File: src/rtl/mpsc_pkg.sv
package mpsc_pkg;

   localparam int WORD_BITS = 64;
   localparam int INDEX_BITS = 20;

   localparam int MODE_BITS = 2;
   localparam int PATTERN_BITS = 8;
   localparam int WORDS_BITS = 21;

   localparam int CSR_DATA_BITS = 32;
   localparam int CSR_ADDR_BITS = 4;
   localparam int CSR_SEL_BITS = 2;

   localparam int CMP_BITS = (INDEX_BITS + 1 > WORDS_BITS) ? INDEX_BITS + 1 : WORDS_BITS;
   localparam int SPREAD_REPS = (WORD_BITS + PATTERN_BITS - 1) / PATTERN_BITS;

   localparam logic [MODE_BITS-1:0] MODE_INCREMENT = 2'd0;
   localparam logic [MODE_BITS-1:0] MODE_ZERO_ONE = 2'd1;
   localparam logic [MODE_BITS-1:0] MODE_PATTERN = 2'd2;

   localparam logic [CSR_SEL_BITS-1:0] REG_TEST_MODE = 2'd0;
   localparam logic [CSR_SEL_BITS-1:0] REG_PATTERN_BYTE = 2'd1;
   localparam logic [CSR_SEL_BITS-1:0] REG_WORDS_IN_USE = 2'd2;

   localparam logic [MODE_BITS-1:0] TEST_MODE_RESET = MODE_INCREMENT;
   localparam logic [PATTERN_BITS-1:0] PATTERN_BYTE_RESET = '0;
   localparam logic [WORDS_BITS-1:0] WORDS_IN_USE_RESET = 21'd1048576;

   typedef struct packed {
      logic [MODE_BITS-1:0] test_mode;
      logic [PATTERN_BITS-1:0] pattern_byte;
      logic [WORDS_BITS-1:0] words_in_use;
   } cfg_type;

endpackage

File: src/rtl/mpsc_core.sv
module mpsc_core (
   input  logic clock,
   input  logic reset,
   input  mpsc_pkg::cfg_type cfg,
   input  logic req_valid,
   output logic req_ready,
   input  logic [mpsc_pkg::WORD_BITS-1:0] req_read_data,
   input  logic req_restart,
   output logic rsp_valid,
   input  logic rsp_ready,
   output logic [mpsc_pkg::INDEX_BITS-1:0] rsp_word_index,
   output logic rsp_mismatch,
   output logic [mpsc_pkg::WORD_BITS-1:0] rsp_expected_word,
   output logic [mpsc_pkg::WORD_BITS-1:0] rsp_write_word,
   output logic rsp_pass_done
);
   import mpsc_pkg::*;

   logic s1_valid_ff;
   logic s1_valid_in;
   logic [WORD_BITS-1:0] s1_data_ff;
   logic s1_restart_ff;

   logic [INDEX_BITS-1:0] index_ff;
   logic [INDEX_BITS-1:0] index_in;
   logic [WORD_BITS-1:0] expected_ff;
   logic [WORD_BITS-1:0] expected_in;

   logic rsp_valid_ff;
   logic rsp_valid_in;
   logic [INDEX_BITS-1:0] rsp_index_ff;
   logic rsp_mismatch_ff;
   logic [WORD_BITS-1:0] rsp_expected_ff;
   logic [WORD_BITS-1:0] rsp_write_ff;
   logic rsp_done_ff;

   logic advance;
   logic take;
   logic [WORD_BITS-1:0] start_value;
   logic [INDEX_BITS-1:0] idx;
   logic [WORD_BITS-1:0] exp_word;
   logic [WORD_BITS-1:0] wr_word;
   logic [CMP_BITS-1:0] count_next;
   logic last;

   assign advance = s1_valid_ff && (!rsp_valid_ff || rsp_ready);
   assign req_ready = !s1_valid_ff || advance;
   assign take = req_valid && req_ready;

   assign start_value = (cfg.test_mode == MODE_PATTERN)
      ? WORD_BITS'({SPREAD_REPS{cfg.pattern_byte}}) : '0;

   always_comb begin
      if (s1_restart_ff) begin
         idx = '0;
         exp_word = start_value;
      end else begin
         idx = index_ff;
         exp_word = expected_ff;
      end
      if (cfg.test_mode == MODE_INCREMENT) begin
         wr_word = exp_word + WORD_BITS'(1);
      end else begin
         wr_word = ~exp_word;
      end
      count_next = CMP_BITS'(idx) + CMP_BITS'(1);
      last = (idx == {INDEX_BITS{1'b1}}) || (count_next >= CMP_BITS'(cfg.words_in_use));
   end

   always_comb begin
      index_in = index_ff;
      expected_in = expected_ff;
      if (advance) begin
         if (last) begin
            index_in = '0;
            expected_in = wr_word;
         end else begin
            index_in = INDEX_BITS'(count_next);
            expected_in = exp_word;
         end
      end
   end

   always_comb begin
      s1_valid_in = s1_valid_ff;
      if (take) begin
         s1_valid_in = 1'b1;
      end else if (advance) begin
         s1_valid_in = 1'b0;
      end
      rsp_valid_in = rsp_valid_ff;
      if (advance) begin
         rsp_valid_in = 1'b1;
      end else if (rsp_ready) begin
         rsp_valid_in = 1'b0;
      end
   end

   always_ff @(posedge clock) begin
      if (reset) begin
         s1_valid_ff <= 1'b0;
         rsp_valid_ff <= 1'b0;
         index_ff <= '0;
         expected_ff <= '0;
      end else begin
         s1_valid_ff <= s1_valid_in;
         rsp_valid_ff <= rsp_valid_in;
         index_ff <= index_in;
         expected_ff <= expected_in;
      end
   end

   always_ff @(posedge clock) begin
      if (take) begin
         s1_data_ff <= req_read_data;
         s1_restart_ff <= req_restart;
      end
      if (advance) begin
         rsp_index_ff <= idx;
         rsp_mismatch_ff <= (s1_data_ff != exp_word);
         rsp_expected_ff <= exp_word;
         rsp_write_ff <= wr_word;
         rsp_done_ff <= last;
      end
   end

   assign rsp_valid = rsp_valid_ff;
   assign rsp_word_index = rsp_index_ff;
   assign rsp_mismatch = rsp_mismatch_ff;
   assign rsp_expected_word = rsp_expected_ff;
   assign rsp_write_word = rsp_write_ff;
   assign rsp_pass_done = rsp_done_ff;

endmodule

File: config.mk
export PLATFORM = sky130hd
export DESIGN_NAME = mpsc_core
export DESIGN_NICKNAME = d
export VERILOG_FILES = /design/src/rtl/mpsc_pkg.sv /design/src/rtl/mpsc_core.sv
export SDC_FILE = /design/constraint.sdc
export NUM_CORES = 1
export LEC_CHECK = 0
export ABC_CLOCK_PERIOD_IN_PS = 17100
export BUFFER_PORTS_ARGS = -buffer_cell sky130_fd_sc_hd__buf_2
export CAP_MARGIN = 20
export CORE_ASPECT_RATIO = 1.1
export CORE_MARGIN = 5
export CORE_UTILIZATION = 30
export CTS_BUF_LIST = sky130_fd_sc_hd__clkbuf_8
export DETAILED_ROUTE_END_ITERATION = 7
export PLACE_DENSITY = 0.58
export SLEW_MARGIN = 25
export SYNTH_ARGS = -nofsm -noshare
export SYNTH_HDL_FRONTEND = slang
export SYNTH_SLANG_ARGS = --single-unit
File: constraint.sdc
create_clock -name clock -period 17.1 [get_ports clock]
set_input_delay 3.42 -clock clock [delete_from_list [all_inputs] [get_ports clock]]
set_output_delay 3.42 -clock clock [all_outputs]
set_load 0.03 [all_outputs]
* Yosys cells after proc, flatten, opt, wreduce, memory -nomap -nowiden
Cells that the tools add are included.
** Word-level totals
- Register bits :: 301
- Input bits :: 100
- Output and inout port bits :: 152
- Word-level logic and storage cells :: 38
** Operators by class
- Add/sub/neg operators :: 2
- $lt $le $gt $ge :: 1
- Equality and inequality tests :: 3
- Mux-type cells :: 10
- Bitwise operators :: 1
- Reductions and logical operators :: 10
** Operators by type and width (number)
- 64-bit two-way mux :: 4
- 64-bit by 1-bit adder with 64-bit output, second input constant :: 1
- 64-bit inequality test :: 1
- 64-bit inverter :: 1
- 20-bit two-way mux :: 2
- 20-bit by 1-bit adder with 21-bit output, second input constant :: 1
- 21-bit >= comparator :: 1
- 20-bit equality test, second input constant :: 1
- 1-bit two-way mux :: 4
- 2-bit nonzero test :: 2
- 1-bit logical OR :: 3
- 2-bit equality test, second input constant :: 1
- 1-bit logical AND :: 2
- 1-bit logical NOT :: 2
- 2-bit logical NOT :: 1

* Logic depth before layout (Yosys ltp)
- Word-level depth :: 6
- Mapped depth :: 23
- Depth with buffers taken out :: 16

* Least setup slack after synthesis
Ideal clock, no wire load.
- Path kind :: input port to flip-flop
- Start :: input port rsp_ready
- End :: register index_ff[11]
- Library setup time :: 0.084 ns
- Arrival time :: 8.779 ns
- Required time :: 17.016 ns
- Setup slack :: 8.237 ns
- Stages on the path :: 7
- Buffers on the path :: 2
- Cell sequence :: nor2b_1 nand2b_1 inv_1 clkbuf_1 buf_1 nand3_1 a21oi_1
** On the way
- Cells in the longest elaborated chain, start to end :: 2
** RTL lines
- from (decl) :: RTL line mpsc_core.sv:10 : input logic rsp_ready,
- 1-bit logical OR :: RTL line mpsc_core.sv:46 : assign advance = s1_valid_ff && (!rsp_valid_ff || rsp_ready);
- 1-bit logical AND :: RTL line mpsc_core.sv:46
- net advance :: RTL line mpsc_core.sv:37 : logic advance;
- to (signal assigned) :: RTL line mpsc_core.sv:108 : index_ff <= index_in;
- to (decl) :: RTL line mpsc_core.sv:24 : logic [INDEX_BITS-1:0] index_ff;
The timed path passes the listed nets, and every way through them passes these cells.
A chain may end at the register's enable or synchronous reset.

* Worst setup path in the final report
- Start :: input port rsp_ready
- End :: output port req_ready
** On the way
- Cells in the longest elaborated chain, start to end :: 3
** RTL lines
- 1-bit logical OR :: RTL line mpsc_core.sv:46
- 1-bit logical AND :: RTL line mpsc_core.sv:46
- 1-bit logical OR :: RTL line mpsc_core.sv:47 : assign req_ready = !s1_valid_ff || advance;
- to (decl) :: RTL line mpsc_core.sv:6 : output logic req_ready,
No other way between the ends.

==> results by group <==
Cells and area
  – Post-route cell area: 17920 um2
  – Layout fillers: 4970
  – Area grow syn2layout: 19.66%
  – Commonest non-fill, non-tap cell in the layout: buf_2
  – Most frequent cells in the layout: buf_2 (251), edfxtp_1 (215), nand2_1 (118)
  – Nets: 1738
  – Layout cell share with drive strength beyond 1: 0.2218

Timing
  – Worst Skew: 0.02427 ns
  – Worst-Margin Slew: 1.070 ns
  – Worst Hold Slack: 0.4467 ns
  – Post-route minimum period: 7.453 ns
  – Final Hold Fails: 0
  – Final setup violation count: 0
  – RSZ-0062 raised after global routing: no
  – Slew Limit Fails: 0
  – Slew HR: 0.2821
  – Period utilisation layout: 0.4358
  – Setup TNS after final layout: 0 ns
  – Max frequency: 134.2 MHz

Clocking
  – Post-CTS Setup Inserts: 0
  – H-tree levels: 2
  – Post-cts resize count: 0
  – Clock tree sinks: 301
  – CTS tree: done
  – Largest buffer count on any clock path: 3
  – CTS clk-pin slew, worst paths: 0.06 ns
  – CTS root buf: clkbuf_8
  – Clock Latency Late Sink: 0.63 ns
  – CTS Hold Buffers Added: 0
  – CTS Buf Count: 52

GRT
  – Number of global-route vias before repair: 11940
  – Grt total ovfl: 0
  – Largest net degree at the start of global routing: 132
  – Initial antenna violation count: 3
  – All-Layer GR Usage: 0.1805
  – First-pass GRT wire length: 75960 um

Setup path
  – WP data arrival: 4.03 ns
  – Max FO, Critical Path: 4
  – CP endpoint kind: output port
  – Req. time, crit path: 13.68 ns
  – Critical path type: in2out
  – R2R depth: 18
  – Startpoint Class: input pin

Synthesis
  – Mapped Area: 14970 um2
  – Syn Inst Count: 1372
  – Synth top area cells: edfxtp_1 (43%), dfxtp_1 (11%), xnor2_1 (6.6%), nand2_1 (3.0%), xor2_1 (2.7%)
  – Primary FF master, synth: edfxtp_1
  – Synthesized area per cell: 10.91 um2
  – #FFs+latches synth: 301
  – Mapped Nets: 1495
  – Seq/Total Area, Yosys: 0.5461
  – Post-synth top area cell: edfxtp_1
  – Post-synth top area share: 0.4311
  – Fraction of registers with async set/reset: 0
  – Post-synth cell types: 69
  – EDFF count, synth: 215
  – Ys Warns: 0

Floorplan
  – Die W: 223.0 um
  – Die H: 244.3 um
  – Core Rows: 85
  – Die area: 54490 um2
  – I/O Pins: 252
  – Initial Util: 0.3048
  – Core ar.: 49130 um2

Placed design
  – Number of buffers added on ports: 251
  – Hpwl dp: 34930 um
  – GPL Wtd Cong: 0.8950
  – Placed cell area: 16920 um2

Worst hold path
  – Hold Path Depth: 2
  – Hold crit path type: reg2reg

Power
  – Tot Pwr: 1.642 mW
  – LEAKAGE: 6.690 nW
  – VDD IR max: 0.06360 mV
  – Pwr/cell area: 91.64 nW/um2

Drt
  – DRC: 0
  – Wirelength per Cell: 22.11 um
  – Via count: 12220
  – Vias per cell: 5.285
  – Initial DRC Count: 1166
  – Routed Antenna Nets: 0
  – First-pass DRT Iterations: 6
  – Total wire length: 51110 um

Job
  – Max-Cap Viols: 0

Run status
  – Status: finished, final reports clean
cells in the mapped netlist, types with 8 or more instances:
library cell	instances
a2111o_1	8
a211oi_1	9
a21oi_1	42
a222oi_1	12
a22oi_1	8
a311o_1	14
a31oi_1	42
and2_1	12
and3_1	17
buf_1	8
buf_2	11
clkbuf_1	64
dfxtp_1	86
edfxtp_1	215
ha_1	23
inv_1	49
nand2_1	119
nand2b_1	47
nand3_1	80
nand4_1	54
nor2_1	43
nor2b_1	21
nor3_1	11
nor4_1	18
o211ai_1	19
o21ai_0	42
o21ai_1	11
o22ai_1	15
or4_1	20
xnor2_1	113
xor2_1	47
worst max-delay path, stage by stage:
cell and delay [ns]:
buf_2 0.10, nor2b_1 0.23, nand2_1 0.10, buf_2 0.18
layout make-up:
type | instances | area [um2] | share of cell area
Inverter | 54 | 210.2 | 0.01173
Multi-Input combinational cell | 932 | 6301 | 0.3517
Tap cell | 652 | 815.8 | 0.04553
Antenna cell | 1 | 2.502 | 0.0001397
Sequential cell | 301 | 8178 | 0.4564
Timing Repair Buffer | 274 | 1429 | 0.07974
Clock inverter | 40 | 183.9 | 0.01026
Clock buffer | 58 | 798.3 | 0.04455
per-stage QoR:
step,instances,util,worst slack (ns)
floorplan,1372,-,8.237
global route,2311,0.3646,9.614
global placement,2213,0.3444,9.685
detailed placement,2213,0.3444,9.608
finish,2312,0.3647,9.647
CTS,2311,0.3644,9.671
metal layers:
layer  global-route usage  vias up  share of wire
li1                     -     5658              -
met1               0.2331     5941           0.41
met2               0.3001      532           0.48
met3              0.03934       85          0.073
met4              0.06307        4          0.034
met5                    0        -        0.00067
path summary, 6_finish.rpt:
path | startpoint | endpoint | slack (ns)
setup reg to reg | s1_restart_ff | index_ff[0] | 10.77
hold reg to reg | index_ff[15] | index_ff[15] | 0.45
setup / recovery | rsp_ready | req_ready | 9.65
hold / removal | index_ff[15] | index_ff[15] | 0.45
cell families (layout without fill, tap and decap cells):
kind of cell	after synthesis	in the layout	share of synthesized area
and+or+nand+nor	482	482	0.1813
xor gates and xnor gates	160	160	0.09358
DFF	301	301	0.5461
other	0	1	0
buffers and inverters	139	426	0.03651
muxes	1	1	0.0006685
AOI/OAI and AO/OA	266	266	0.1226
adders and majority gates	23	23	0.01922
where the power goes:
part           internal (mW)  switching [mW]  total (mW)
registers              0.817          0.0121       0.829
clock network          0.325           0.312       0.636
logic                 0.0505           0.126       0.177
registers in the layout, summed over array words and instances, names as in the netlist:
| name | cells |
|---|---|
| expected_ff | 64 |
| rsp_expected_word | 64 |
| rsp_write_word | 64 |
| s1_data_ff | 64 |
| index_ff | 20 |
| rsp_word_index | 20 |
| rsp_mismatch | 1 |
| rsp_pass_done | 1 |
| rsp_valid | 1 |
| s1_restart_ff | 1 |
| s1_valid_ff | 1 |
No activity file was read; power rests on OpenSTA's default activity.
